===== src/rtl/core/jvcc_pkg.sv =====
// Package for the joint velocity command conditioner: constants, payload types,
// register codes, sequencer states and the averaging reciprocal table. No dependencies.
`default_nettype none

package jvcc_pkg;

  localparam int JOINT_COUNT   = 7;
  localparam int VELOCITY_BITS = 20;
  localparam int AVERAGE_DEPTH = 3;
  localparam int STEP_BITS     = 12;

  localparam int ALPHA_W    = 17;
  localparam int VLIM_W     = 19;
  localparam int ACCEL_W    = 24;
  localparam int CFG_DATA_W = 24;
  localparam int CFG_IDX_W  = 2;

  // Shared multiplier operand width (signed), covers accel, reciprocal and velocity
  localparam int MUL_W       = 26;
  // Fixed-point shift of the averaging reciprocal; sums stay below 2**24
  localparam int RECIP_SHIFT = 24;
  localparam int STEP_W      = 22;

  localparam logic [ALPHA_W-1:0] ONE_Q16    = 17'd65536;
  localparam logic [ALPHA_W-1:0] W_PREV_STD = 17'd19661;
  localparam logic [ALPHA_W-1:0] W_RAW_STD  = 17'd45875;
  localparam logic [ALPHA_W-1:0] GAIN_FAST  = 17'd78643;

  localparam logic               FAST_MODE_RST = 1'b1;
  localparam logic [ALPHA_W-1:0] ALPHA_RST     = 17'd3277;
  localparam logic [VLIM_W-1:0]  VLIM_RST      = 19'd32768;
  localparam logic [ACCEL_W-1:0] ACCEL_RST     = 24'd327680;

  typedef enum logic [CFG_IDX_W-1:0] {
    CFG_FAST_MODE      = 2'd0,
    CFG_BLEND_ALPHA    = 2'd1,
    CFG_VELOCITY_LIMIT = 2'd2,
    CFG_ACCEL_LIMIT    = 2'd3
  } cfg_idx_e;

  typedef enum logic [3:0] {
    ST_IDLE,
    ST_LIM,
    ST_STEP,
    ST_HOLD,
    ST_PREV,
    ST_RAW,
    ST_MIX,
    ST_AVG_RD,
    ST_AVG_ACC,
    ST_DIV_MUL,
    ST_DIV_CHK,
    ST_DIV_FIX,
    ST_DONE
  } state_e;

  typedef struct packed {
    logic signed [VELOCITY_BITS-1:0] raw_vel_0;
    logic signed [VELOCITY_BITS-1:0] raw_vel_1;
    logic signed [VELOCITY_BITS-1:0] raw_vel_2;
    logic signed [VELOCITY_BITS-1:0] raw_vel_3;
    logic signed [VELOCITY_BITS-1:0] raw_vel_4;
    logic signed [VELOCITY_BITS-1:0] raw_vel_5;
    logic signed [VELOCITY_BITS-1:0] raw_vel_6;
    logic        [STEP_BITS-1:0]     step_time;
    logic                            zero_request;
  } in_item_t;

  typedef struct packed {
    logic signed [VELOCITY_BITS-1:0] cmd_vel_0;
    logic signed [VELOCITY_BITS-1:0] cmd_vel_1;
    logic signed [VELOCITY_BITS-1:0] cmd_vel_2;
    logic signed [VELOCITY_BITS-1:0] cmd_vel_3;
    logic signed [VELOCITY_BITS-1:0] cmd_vel_4;
    logic signed [VELOCITY_BITS-1:0] cmd_vel_5;
    logic signed [VELOCITY_BITS-1:0] cmd_vel_6;
  } out_item_t;

  // floor(2**24 / n) for n = 1..8; quotient is then off by at most one
  function automatic logic [MUL_W-1:0] recip_q24(input logic [3:0] n);
    logic [MUL_W-1:0] r;
    unique case (n)
      4'd1:    r = 26'd16777216;
      4'd2:    r = 26'd8388608;
      4'd3:    r = 26'd5592405;
      4'd4:    r = 26'd4194304;
      4'd5:    r = 26'd3355443;
      4'd6:    r = 26'd2796202;
      4'd7:    r = 26'd2396745;
      4'd8:    r = 26'd2097152;
      default: r = '0;
    endcase
    return r;
  endfunction

endpackage

`default_nettype wire


===== src/rtl/core/jvcc_ram.sv =====
// Generic single-write, single-read RAM with registered read data.
// No dependencies.
`default_nettype none

module jvcc_ram #(
  parameter int WIDTH = 20,
  parameter int DEPTH = 21,
  localparam int AW   = (DEPTH > 1) ? $clog2(DEPTH) : 1
) (
  input  wire logic             clk_i,
  input  wire logic             we_i,
  input  wire logic [AW-1:0]    waddr_i,
  input  wire logic [WIDTH-1:0] wdata_i,
  input  wire logic             re_i,
  input  wire logic [AW-1:0]    raddr_i,
  output      logic [WIDTH-1:0] rdata_o
);

  logic [WIDTH-1:0] mem_q [DEPTH];

  always_ff @(posedge clk_i) begin
    if (we_i) begin
      mem_q[waddr_i] <= wdata_i;
    end
    if (re_i) begin
      rdata_o <= mem_q[raddr_i];
    end
  end

endmodule

`default_nettype wire


===== src/rtl/core/jvcc_mul.sv =====
// Shared signed multiplier with a registered product.
// Depends on jvcc_pkg for the operand width.
`default_nettype none

module jvcc_mul (
  input  wire logic                                clk_i,
  input  wire logic signed [jvcc_pkg::MUL_W-1:0]   a_i,
  input  wire logic signed [jvcc_pkg::MUL_W-1:0]   b_i,
  output      logic signed [2*jvcc_pkg::MUL_W-1:0] p_o
);

  logic signed [2*jvcc_pkg::MUL_W-1:0] p_d;

  assign p_d = a_i * b_i;

  always_ff @(posedge clk_i) begin
    p_o <= p_d;
  end

endmodule

`default_nettype wire


===== src/rtl/core/joint_velocity_command_conditioner.sv =====
// Joint velocity command conditioner: blend, clamp, slew limit and (fast mode) averaging.
// Input is taken only when idle, so a new vector is accepted only once the last result has
// been loaded into the output register; the shared multiplier and the single averaging RAM
// read port make the joints go one after another. A zero request goes straight to the result.
// Reset (rst_ni low, asynchronous): registers to defaults, last output zero, fill zero.
`default_nettype none

module joint_velocity_command_conditioner #(
  parameter int AVERAGE_DEPTH = jvcc_pkg::AVERAGE_DEPTH
) (
  input  wire logic                               clk_i,
  input  wire logic                               rst_ni,
  // input vector channel
  input  wire logic                               in_valid_i,
  output      logic                               in_ready_o,
  input  wire jvcc_pkg::in_item_t                 in_data_i,
  // result channel
  output      logic                               out_valid_o,
  input  wire logic                               out_ready_i,
  output      jvcc_pkg::out_item_t                out_data_o,
  // configuration write channel
  input  wire logic                               cfg_valid_i,
  output      logic                               cfg_ready_o,
  input  wire logic [jvcc_pkg::CFG_IDX_W-1:0]     cfg_index_i,
  input  wire logic [jvcc_pkg::CFG_DATA_W-1:0]    cfg_data_i
);

  localparam int VB  = jvcc_pkg::VELOCITY_BITS;
  localparam int JC  = jvcc_pkg::JOINT_COUNT;
  localparam int JW  = $clog2(JC);
  localparam int NW  = $clog2(AVERAGE_DEPTH + 1);
  localparam int SLW = (AVERAGE_DEPTH > 1) ? $clog2(AVERAGE_DEPTH) : 1;
  localparam int RD  = AVERAGE_DEPTH * JC;
  localparam int AW  = (RD > 1) ? $clog2(RD) : 1;
  localparam int MW  = jvcc_pkg::MUL_W;
  localparam int PW  = 2 * MW;
  localparam int WW  = VB + 4;   // working width for clamp, slew and sums
  localparam int RS  = jvcc_pkg::RECIP_SHIFT;
  localparam int SW  = jvcc_pkg::STEP_W;

  localparam logic signed [WW-1:0] VMAX = (WW'(1) <<< (VB - 1)) - WW'(1);
  localparam logic signed [WW-1:0] VMIN = -VMAX - WW'(1);

  // ---------------------------------------------------------------------------
  // State
  // ---------------------------------------------------------------------------
  jvcc_pkg::state_e state_q, state_d;

  logic                             fast_q, fast_d;
  logic [jvcc_pkg::ALPHA_W-1:0]     alpha_q, alpha_d;
  logic [jvcc_pkg::VLIM_W-1:0]      vlim_q, vlim_d;
  logic [jvcc_pkg::ACCEL_W-1:0]     accel_q, accel_d;

  logic signed [VB-1:0]             last_q [JC];
  logic signed [VB-1:0]             last_d [JC];
  logic [JW-1:0]                    j_q, j_d;
  logic                             zero_q, zero_d;
  logic [NW-1:0]                    k_q, k_d;
  logic [NW-1:0]                    n_q, n_d;
  logic [NW-1:0]                    fill_q, fill_d;
  logic [SLW-1:0]                   slot_q, slot_d;
  logic [SLW-1:0]                   rd_slot_q, rd_slot_d;
  logic                             out_valid_q, out_valid_d;

  // payload (no reset)
  logic signed [VB-1:0]             raw_q [JC];
  logic signed [VB-1:0]             raw_d [JC];
  logic signed [VB-1:0]             res_q [JC];
  logic signed [VB-1:0]             res_d [JC];
  logic [jvcc_pkg::STEP_BITS-1:0]   dt_q, dt_d;
  logic [VB-2:0]                    lim_q, lim_d;
  logic [SW-1:0]                    step_q, step_d;
  logic signed [PW-1:0]             acc_q, acc_d;
  logic signed [WW-1:0]             sum_q, sum_d;
  logic [RS-1:0]                    m_q, m_d;
  logic [RS-1:0]                    q0_q, q0_d;
  logic                             neg_q, neg_d;
  jvcc_pkg::out_item_t              out_q, out_d;

  // ---------------------------------------------------------------------------
  // Shared multiplier and averaging store
  // ---------------------------------------------------------------------------
  logic signed [MW-1:0] mul_a, mul_b;
  logic signed [PW-1:0] mul_p;

  jvcc_mul u_mul (
    .clk_i (clk_i),
    .a_i   (mul_a),
    .b_i   (mul_b),
    .p_o   (mul_p)
  );

  logic          ram_we, ram_re;
  logic [AW-1:0] ram_waddr, ram_raddr;
  logic [VB-1:0] ram_wdata, ram_rdata;

  jvcc_ram #(
    .WIDTH (VB),
    .DEPTH (RD)
  ) u_avg_ram (
    .clk_i   (clk_i),
    .we_i    (ram_we),
    .waddr_i (ram_waddr),
    .wdata_i (ram_wdata),
    .re_i    (ram_re),
    .raddr_i (ram_raddr),
    .rdata_o (ram_rdata)
  );

  // ---------------------------------------------------------------------------
  // Handshakes and blend weights
  // ---------------------------------------------------------------------------
  logic in_xfer, out_free;
  logic [jvcc_pkg::ALPHA_W-1:0] w_prev, w_raw;

  assign in_ready_o  = (state_q == jvcc_pkg::ST_IDLE);
  assign in_xfer     = in_valid_i && in_ready_o;
  assign out_free    = !out_valid_q || out_ready_i;
  assign cfg_ready_o = 1'b1;
  assign out_valid_o = out_valid_q;
  assign out_data_o  = out_q;

  // alpha above one acts as one
  always_comb begin
    if (fast_q) begin
      w_prev = (alpha_q > jvcc_pkg::ONE_Q16) ? jvcc_pkg::ONE_Q16 : alpha_q;
    end else begin
      w_prev = jvcc_pkg::W_PREV_STD;
    end
    w_raw = jvcc_pkg::ONE_Q16 - w_prev;
  end

  // Q16 round, ties toward +inf: floor(p / 2**16 + 0.5)
  logic signed [PW-1:0] prod_rnd, blend, blend_rnd;
  assign prod_rnd  = (mul_p + PW'(32768)) >>> 16;
  assign blend     = acc_q + mul_p;
  assign blend_rnd = (blend + PW'(32768)) >>> 16;

  // ---------------------------------------------------------------------------
  // Per-joint mix: saturate, clamp to limit, slew limit
  // ---------------------------------------------------------------------------
  logic signed [WW-1:0] mix_x, mix_clamp, mix_prev, mix_lim, mix_step, mix_d, mix_slew;
  logic signed [VB-1:0] mix_cur;

  always_comb begin
    if (blend_rnd > PW'(VMAX)) begin
      mix_x = VMAX;
    end else if (blend_rnd < PW'(VMIN)) begin
      mix_x = VMIN;
    end else begin
      mix_x = blend_rnd[WW-1:0];
    end
    mix_lim  = signed'(WW'(lim_q));
    mix_step = signed'(WW'(step_q));
    mix_prev = WW'(last_q[j_q]);
    priority if (mix_x > mix_lim) begin
      mix_clamp = mix_lim;
    end else if (mix_x < -mix_lim) begin
      mix_clamp = -mix_lim;
    end else begin
      mix_clamp = mix_x;
    end
    mix_d = mix_clamp - mix_prev;
    priority if (mix_d > mix_step) begin
      mix_slew = mix_prev + mix_step;
    end else if (mix_d < -mix_step) begin
      mix_slew = mix_prev - mix_step;
    end else begin
      mix_slew = mix_clamp;
    end
    priority if (mix_slew > VMAX) begin
      mix_cur = VMAX[VB-1:0];
    end else if (mix_slew < VMIN) begin
      mix_cur = VMIN[VB-1:0];
    end else begin
      mix_cur = mix_slew[VB-1:0];
    end
  end

  // ---------------------------------------------------------------------------
  // Average divide fix-up: q0 may be one short
  // ---------------------------------------------------------------------------
  logic signed [PW-1:0] div_rem;
  logic [RS:0]          div_q;
  logic signed [WW-1:0] div_sq;
  logic signed [VB-1:0] div_cur;

  always_comb begin
    div_rem = signed'(PW'(m_q)) - mul_p;
    div_q   = (RS + 1)'(q0_q) + (RS + 1)'(div_rem >= signed'(PW'(n_q)));
    div_sq  = neg_q ? -signed'(WW'(div_q)) : signed'(WW'(div_q));
    priority if (div_sq > VMAX) begin
      div_cur = VMAX[VB-1:0];
    end else if (div_sq < VMIN) begin
      div_cur = VMIN[VB-1:0];
    end else begin
      div_cur = div_sq[VB-1:0];
    end
  end

  // ---------------------------------------------------------------------------
  // Sequencer: next state
  // ---------------------------------------------------------------------------
  logic last_joint;
  assign last_joint = (j_q == JW'(JC - 1));

  always_comb begin
    state_d = state_q;
    unique case (state_q)
      jvcc_pkg::ST_IDLE: begin
        if (in_xfer) begin
          state_d = in_data_i.zero_request ? jvcc_pkg::ST_DONE : jvcc_pkg::ST_LIM;
        end
      end
      jvcc_pkg::ST_LIM:  state_d = jvcc_pkg::ST_STEP;
      jvcc_pkg::ST_STEP: state_d = jvcc_pkg::ST_HOLD;
      jvcc_pkg::ST_HOLD: state_d = jvcc_pkg::ST_PREV;
      jvcc_pkg::ST_PREV: state_d = jvcc_pkg::ST_RAW;
      jvcc_pkg::ST_RAW:  state_d = jvcc_pkg::ST_MIX;
      jvcc_pkg::ST_MIX: begin
        priority if (fast_q) begin
          state_d = jvcc_pkg::ST_AVG_RD;
        end else if (last_joint) begin
          state_d = jvcc_pkg::ST_DONE;
        end else begin
          state_d = jvcc_pkg::ST_PREV;
        end
      end
      jvcc_pkg::ST_AVG_RD: begin
        state_d = (k_q == n_q) ? jvcc_pkg::ST_DIV_MUL : jvcc_pkg::ST_AVG_ACC;
      end
      jvcc_pkg::ST_AVG_ACC: state_d = jvcc_pkg::ST_AVG_RD;
      jvcc_pkg::ST_DIV_MUL: state_d = jvcc_pkg::ST_DIV_CHK;
      jvcc_pkg::ST_DIV_CHK: state_d = jvcc_pkg::ST_DIV_FIX;
      jvcc_pkg::ST_DIV_FIX: state_d = last_joint ? jvcc_pkg::ST_DONE : jvcc_pkg::ST_PREV;
      jvcc_pkg::ST_DONE: begin
        if (out_free) begin
          state_d = jvcc_pkg::ST_IDLE;
        end
      end
      default: state_d = jvcc_pkg::ST_IDLE;
    endcase
  end

  // ---------------------------------------------------------------------------
  // Sequencer: datapath control
  // ---------------------------------------------------------------------------
  logic [SLW-1:0] rd_slot_nxt;
  assign rd_slot_nxt = (rd_slot_q == '0) ? SLW'(AVERAGE_DEPTH - 1) : rd_slot_q - SLW'(1);

  always_comb begin
    fast_d      = fast_q;
    alpha_d     = alpha_q;
    vlim_d      = vlim_q;
    accel_d     = accel_q;
    last_d      = last_q;
    j_d         = j_q;
    zero_d      = zero_q;
    k_d         = k_q;
    n_d         = n_q;
    fill_d      = fill_q;
    slot_d      = slot_q;
    rd_slot_d   = rd_slot_q;
    out_valid_d = out_valid_q;
    raw_d       = raw_q;
    res_d       = res_q;
    dt_d        = dt_q;
    lim_d       = lim_q;
    step_d      = step_q;
    acc_d       = acc_q;
    sum_d       = sum_q;
    m_d         = m_q;
    q0_d        = q0_q;
    neg_d       = neg_q;
    out_d       = out_q;
    mul_a       = '0;
    mul_b       = '0;
    ram_we      = 1'b0;
    ram_waddr   = AW'(slot_q) * AW'(JC) + AW'(j_q);
    ram_wdata   = mix_cur;
    ram_re      = 1'b0;
    ram_raddr   = AW'(rd_slot_nxt) * AW'(JC) + AW'(j_q);

    // configuration, taken whenever offered
    if (cfg_valid_i) begin
      unique case (jvcc_pkg::cfg_idx_e'(cfg_index_i))
        jvcc_pkg::CFG_FAST_MODE:      fast_d  = cfg_data_i[0];
        jvcc_pkg::CFG_BLEND_ALPHA:    alpha_d = cfg_data_i[jvcc_pkg::ALPHA_W-1:0];
        jvcc_pkg::CFG_VELOCITY_LIMIT: vlim_d  = cfg_data_i[jvcc_pkg::VLIM_W-1:0];
        jvcc_pkg::CFG_ACCEL_LIMIT:    accel_d = cfg_data_i[jvcc_pkg::ACCEL_W-1:0];
        default: ;
      endcase
    end

    if (out_valid_q && out_ready_i) begin
      out_valid_d = 1'b0;
    end

    unique case (state_q)
      jvcc_pkg::ST_IDLE: begin
        if (in_xfer) begin
          raw_d[0] = in_data_i.raw_vel_0;
          raw_d[1] = in_data_i.raw_vel_1;
          raw_d[2] = in_data_i.raw_vel_2;
          raw_d[3] = in_data_i.raw_vel_3;
          raw_d[4] = in_data_i.raw_vel_4;
          raw_d[5] = in_data_i.raw_vel_5;
          raw_d[6] = in_data_i.raw_vel_6;
          dt_d     = in_data_i.step_time;
          zero_d   = in_data_i.zero_request;
          j_d      = '0;
          n_d      = (fill_q == NW'(AVERAGE_DEPTH)) ? fill_q : fill_q + NW'(1);
          if (in_data_i.zero_request) begin
            // zero request clears the history but leaves the averaging store alone
            for (int i = 0; i < JC; i++) begin
              last_d[i] = '0;
              res_d[i]  = '0;
            end
          end
        end
      end
      jvcc_pkg::ST_LIM: begin
        mul_a = MW'(vlim_q);
        mul_b = MW'(jvcc_pkg::GAIN_FAST);
      end
      jvcc_pkg::ST_STEP: begin
        mul_a = MW'(accel_q);
        mul_b = MW'(dt_q);
        if (fast_q) begin
          lim_d = (prod_rnd > PW'(VMAX)) ? VMAX[VB-2:0] : prod_rnd[VB-2:0];
        end else begin
          lim_d = (VB - 1)'(vlim_q);
        end
      end
      jvcc_pkg::ST_HOLD: begin
        step_d = prod_rnd[SW-1:0];
      end
      jvcc_pkg::ST_PREV: begin
        mul_a = MW'(w_prev);
        mul_b = MW'(last_q[j_q]);
      end
      jvcc_pkg::ST_RAW: begin
        mul_a = MW'(w_raw);
        mul_b = MW'(raw_q[j_q]);
        acc_d = mul_p;
      end
      jvcc_pkg::ST_MIX: begin
        if (fast_q) begin
          // newest entry goes into the store and seeds the sum
          ram_we    = 1'b1;
          sum_d     = WW'(mix_cur);
          k_d       = NW'(1);
          rd_slot_d = slot_q;
        end else begin
          res_d[j_q]  = mix_cur;
          last_d[j_q] = mix_cur;
          j_d         = j_q + JW'(1);
        end
      end
      jvcc_pkg::ST_AVG_RD: begin
        if (k_q == n_q) begin
          neg_d = sum_q < 0;
          m_d   = RS'(sum_q < 0 ? -sum_q : sum_q) + RS'(n_q >> 1);
        end else begin
          ram_re    = 1'b1;
          rd_slot_d = rd_slot_nxt;
        end
      end
      jvcc_pkg::ST_AVG_ACC: begin
        sum_d = sum_q + WW'(signed'(ram_rdata));
        k_d   = k_q + NW'(1);
      end
      jvcc_pkg::ST_DIV_MUL: begin
        mul_a = MW'(m_q);
        mul_b = jvcc_pkg::recip_q24(4'(n_q));
      end
      jvcc_pkg::ST_DIV_CHK: begin
        q0_d  = mul_p[RS +: RS];
        mul_a = MW'(mul_p[RS +: RS]);
        mul_b = MW'(n_q);
      end
      jvcc_pkg::ST_DIV_FIX: begin
        res_d[j_q]  = div_cur;
        last_d[j_q] = div_cur;
        j_d         = j_q + JW'(1);
      end
      jvcc_pkg::ST_DONE: begin
        if (out_free) begin
          out_d.cmd_vel_0 = res_q[0];
          out_d.cmd_vel_1 = res_q[1];
          out_d.cmd_vel_2 = res_q[2];
          out_d.cmd_vel_3 = res_q[3];
          out_d.cmd_vel_4 = res_q[4];
          out_d.cmd_vel_5 = res_q[5];
          out_d.cmd_vel_6 = res_q[6];
          out_valid_d     = 1'b1;
          if (fast_q && !zero_q) begin
            fill_d = n_q;
            slot_d = (slot_q == SLW'(AVERAGE_DEPTH - 1)) ? '0 : slot_q + SLW'(1);
          end
        end
      end
      default: ;
    endcase
  end

  // ---------------------------------------------------------------------------
  // Registers
  // ---------------------------------------------------------------------------
  always_ff @(posedge clk_i or negedge rst_ni) begin
    if (!rst_ni) begin
      state_q     <= jvcc_pkg::ST_IDLE;
      fast_q      <= jvcc_pkg::FAST_MODE_RST;
      alpha_q     <= jvcc_pkg::ALPHA_RST;
      vlim_q      <= jvcc_pkg::VLIM_RST;
      accel_q     <= jvcc_pkg::ACCEL_RST;
      for (int i = 0; i < JC; i++) begin
        last_q[i] <= '0;
      end
      j_q         <= '0;
      zero_q      <= 1'b0;
      k_q         <= '0;
      n_q         <= '0;
      fill_q      <= '0;
      slot_q      <= '0;
      rd_slot_q   <= '0;
      out_valid_q <= 1'b0;
    end else begin
      state_q     <= state_d;
      fast_q      <= fast_d;
      alpha_q     <= alpha_d;
      vlim_q      <= vlim_d;
      accel_q     <= accel_d;
      last_q      <= last_d;
      j_q         <= j_d;
      zero_q      <= zero_d;
      k_q         <= k_d;
      n_q         <= n_d;
      fill_q      <= fill_d;
      slot_q      <= slot_d;
      rd_slot_q   <= rd_slot_d;
      out_valid_q <= out_valid_d;
    end
  end

  always_ff @(posedge clk_i) begin
    raw_q  <= raw_d;
    res_q  <= res_d;
    dt_q   <= dt_d;
    lim_q  <= lim_d;
    step_q <= step_d;
    acc_q  <= acc_d;
    sum_q  <= sum_d;
    m_q    <= m_d;
    q0_q   <= q0_d;
    neg_q  <= neg_d;
    out_q  <= out_d;
  end

endmodule

`default_nettype wire


===== config.mk =====
export PLATFORM = sky130hd
export DESIGN_NAME = joint_velocity_command_conditioner
export DESIGN_NICKNAME = d
export VERILOG_FILES = /design/src/rtl/core/jvcc_pkg.sv /design/src/rtl/core/jvcc_ram.sv /design/src/rtl/core/jvcc_mul.sv /design/src/rtl/core/joint_velocity_command_conditioner.sv
export SDC_FILE = /design/constraint.sdc
export NUM_CORES = 2
export LEC_CHECK = 0
export BUFFER_PORTS_ARGS = -buffer_cell sky130_fd_sc_hd__buf_2
export CAP_MARGIN = 30
export CORE_MARGIN = 2
export CORE_UTILIZATION = 35
export DETAILED_ROUTE_END_ITERATION = 8
export PLACE_DENSITY = 0.46
export SETUP_SLACK_MARGIN = 0.05
export SKIP_CTS_REPAIR_TIMING = 1
export SYNTH_ARGS = -nofsm -noshare
export SYNTH_HDL_FRONTEND = slang
export SYNTH_SLANG_ARGS = --single-unit

===== constraint.sdc =====
create_clock -name clk_i -period 21 [get_ports clk_i]
set_clock_uncertainty 0.2 [all_clocks]
set_input_delay 4.2 -clock clk_i [delete_from_list [all_inputs] [get_ports clk_i]]
set_output_delay 4.2 -clock clk_i [all_outputs]
set_load 0.02 [all_outputs]

==> summary.txt <==
Share of cells above drive strength 1 -> 14.1%
Die extent in y -> 505 um
Mapped Cells -> 7769
CP max-delay cell -> a2111oi_0
Hold Worst Slack -> 233 ps
Layer with the highest usage -> met2
RR Endpoint -> res_q[34]
Critical Path AT -> 17020 ps
Dpl ws -> 4830 ps
CTS tree -> done
GRT met3 Usage -> 3.11%
Setup violators final -> 0
Area delta synth->final -> 14.0%
Clock root cell -> clkbuf_16
Number of synthesized flops with an enable pin -> 1037
Filler Cells Inserted -> 24100
Clk sinks -> 1308
Hold Path Class -> flop to flop
Post-synth cell types -> 101
Status -> complete, no violations
Core area -> 249000 um^2
Worst Hold Depth -> 0
CP Buf/Inv Count -> 3
Type of origin of the critical path -> flop
Avg Cell Area, Syn -> 11.3 um^2
Die Wd -> 505 um
CTS clk-pin slew, worst paths -> 60 ps
Area of the multi-input gates -> 46300 um^2
Smallest setup slack after layout -> 4470 ps
GR Layer Usage met2 -> 39.9%
Register-to-register setup slack -> 4470 ps
Final routed DRC violation total -> 0
Setup tns final -> 0 ps
Tmin final -> 16530 ps
Seq. cell area -> 37700 um^2
Fin. Hold Viols -> 0
Max frequency -> 0.0605 GHz
Seq/Total Area, Yosys -> 42.9%
Later-pin clock latency in the skew report -> 840 ps
Crit Reg-Reg Startpoint -> u_mul.p_o[21]
Final net count -> 9503
Final HPWL DP -> 239000 um
CP required -> 21490 ps
Slowest stage delay, CP -> 820 ps
Vias in the first global route -> 65000
Crit. End Element -> flop
CP startpoint -> u_mul.p_o[21]
Crit path max-delay family -> compound AO/OA/AOI/OAI gates
Async set or reset register ratio after synthesis -> 16.8%
Period utilization -> 78.7%
Largest net degree at the start of global routing -> 141
ANT nets after route -> 0
First-pass detailed-route iteration total -> 6
Slew @ Worst Pin -> 1140 ps
Yosys warnings -> 0
Mapped Area -> 87900 um^2
Seq cells post-synth -> 1308
MaxCap Viol Count -> 0
Vias per inst -> 5.50
Initial antenna violation count -> 37
RSZ-0062 raised after global routing -> no
Worst slew slack as a fraction of its limit -> 24.3%
Clock Tree Buf Depth -> 3
Critical path class -> flop to flop
Crit-path max FO -> 31
Port Buf Inserts -> 325
Avg WL per Cell -> 27.5 um
Drt total wl -> 321000 um
First-pass GRT wire length -> 464000 um
WP depth -> 55
Synth Flop Type -> edfxtp_1
Final Core Density -> 40.2%
GRT overflow -> 0
Die ar. -> 255000 um^2
M1 GR Usage -> 34.4%
Most frequent cell on the critical path -> ha_1
Initial Utilization -> 35.3%
Total CTS buffers -> 151
Initial DRC count -> 5518
Row count -> 183
Hold Path Origin -> res_q[105]
Pins over their slew limit -> 0
Worst Hold End -> out_data_o[105]
Final Wtd Congestion -> 0.944
Worst Reg-to-Reg Cells -> 55
Via Count -> 64000
H-tree depth -> 4
GRT Overall Usage -> 24.8%
Ports -> 327
## worst max-delay path by stage
| stage | to | slack (ps) |
|---|---|---|
| global route | res_q[53] | 3580 |
| CTS | res_q[53] | 4770 |
| floorplan | fill_q[0] | 4760 |
| global placement | res_q[62] | 4230 |
| detailed placement | res_q[113] | 4830 |
| finish | res_q[34] | 4470 |
## worst register-to-register path, delay by kind of cell, from the launching register on
| kind | cells | cell delay, ps |
|---|---|---|
| AOI/OAI and AO/OA | 25 | 8830 |
| xor gates and xnor gates | 1 | 280 |
| adders and majority gates | 5 | 1470 |
| buffers and inverters | 3 | 660 |
| DFF | 1 | 440 |
| muxes | 2 | 460 |
| and+or+nand+nor | 19 | 4100 |
## cell type report
cell class | instances | area share, %
clock buffer | 190 | 4.13
inverter | 860 | 3.23
clock inverter | 83 | 1.08
timing repair buffer | 554 | 3.51
sequential | 1308 | 37.6
tap | 3330 | 4.16
multi-input combinational | 5309 | 46.2
antenna | 16 | 0.0400
## registers in the layout, summed over array words and instances, names as in the netlist, 19 cells and up
name               cells
out_data_o           140
u_avg_ram.rdata_o     20
raw_q                140
res_q                140
accel_q               24
vlim_q                19
last_q               140
lim_q                 19
q0_q                  24
acc_q                 51
sum_q                 24
step_q                22
m_q                   24
u_mul.p_o             51
u_avg_ram.mem_q      420
## layout by cell type, fill, tap and decap left out, types with 25 or more instances in the layout
cell,n
xor2_1,97
nor4_1,29
ha_1,469
o211ai_1,31
nand2_1,702
and2_1,80
o31ai_1,35
o21ai_0,334
a211oi_1,28
o22a_1,100
or3_1,30
clkbuf_1,25
nand2b_1,46
nor2_1,486
fa_1,663
dfxtp_1,51
nand3_1,127
nor3_1,106
o21a_1,50
mux2_2,82
a21o_1,95
clkbuf_16,157
xnor2_1,195
nand4_1,44
edfxtp_1,1037
nor2b_1,82
a31oi_1,81
dfrtp_1,206
o22ai_1,30
or2_2,32
inv_1,855
nor2_2,25
buf_2,327
a22oi_1,72
a21oi_1,463
and3_1,41
mux4_2,121
conb_1,47
buf_4,210
mux2i_1,70
## synthesized netlist by cell type (17+ instances only)
master / count / area, um^2
dfrtp_1: 209 / 5230
nor2b_1: 83 / 519
o211ai_1: 31 / 233
and3_1: 41 / 257
xor2_1: 98 / 858
nand2b_1: 46 / 288
a22oi_1: 72 / 541
o2111ai_1: 17 / 149
a21oi_1: 471 / 2360
nand4_1: 44 / 275
nor2_1: 520 / 1950
clkbuf_1: 277 / 1040
buf_1: 29 / 109
or3_1: 30 / 188
nand2_1: 703 / 2640
a31oi_1: 81 / 507
edfxtp_1: 1037 / 31100
o21a_1: 50 / 375
mux2i_1: 70 / 701
dfxtp_1: 51 / 1020
ha_1: 471 / 5890
a211oi_1: 28 / 210
mux4_2: 121 / 2730
xnor2_1: 195 / 1710
o21bai_1: 21 / 158
o22a_1: 100 / 876
and2_1: 80 / 500
o31ai_1: 36 / 270
inv_1: 858 / 3220
nand3_1: 130 / 651
nor4_1: 29 / 181
a211o_1: 20 / 175
fa_1: 664 / 13300
a221o_1: 17 / 170
or2_2: 32 / 200
a221oi_1: 22 / 193
a22o_1: 24 / 210
a21o_1: 95 / 713
mux2_2: 82 / 923
o21ai_0: 337 / 1690
buf_2: 24 / 120
o22ai_1: 33 / 206
nor3_1: 116 / 581
## cells by family (layout without fill, tap and decap cells)
family,Yosys count,count (layout),share of synthesized area [%]
AO/OA/AOI/OAI,1636,1636,12.2
other,2,63,0.00854
multiplexers,273,273,4.95
XOR/XNOR,293,293,2.92
adder cells (fa/ha/maj),1135,1135,21.8
flip-flops,1308,1308,42.9
AND/OR/NAND/NOR,1925,1925,10.0
buffers and inverters,1197,1687,5.17
## metrics by stage
stage	cells	cell area, um^2
floorplan	7814	88100
global placement	11300	94600
detailed placement	11400	94800
CTS	11600	100000
global route	11600	100000
finish	11700	100000
## metal layers
metal	part of all wire, %	wire length [um]
met4	3.8	12200
met5	0.0084	27
met2	47	150000
met1	44	142000
met3	5.3	16900
Power is left out: the tool's default activity adds up to more than one toggle a clock period on the data nets, which glitch-free logic cannot reach.
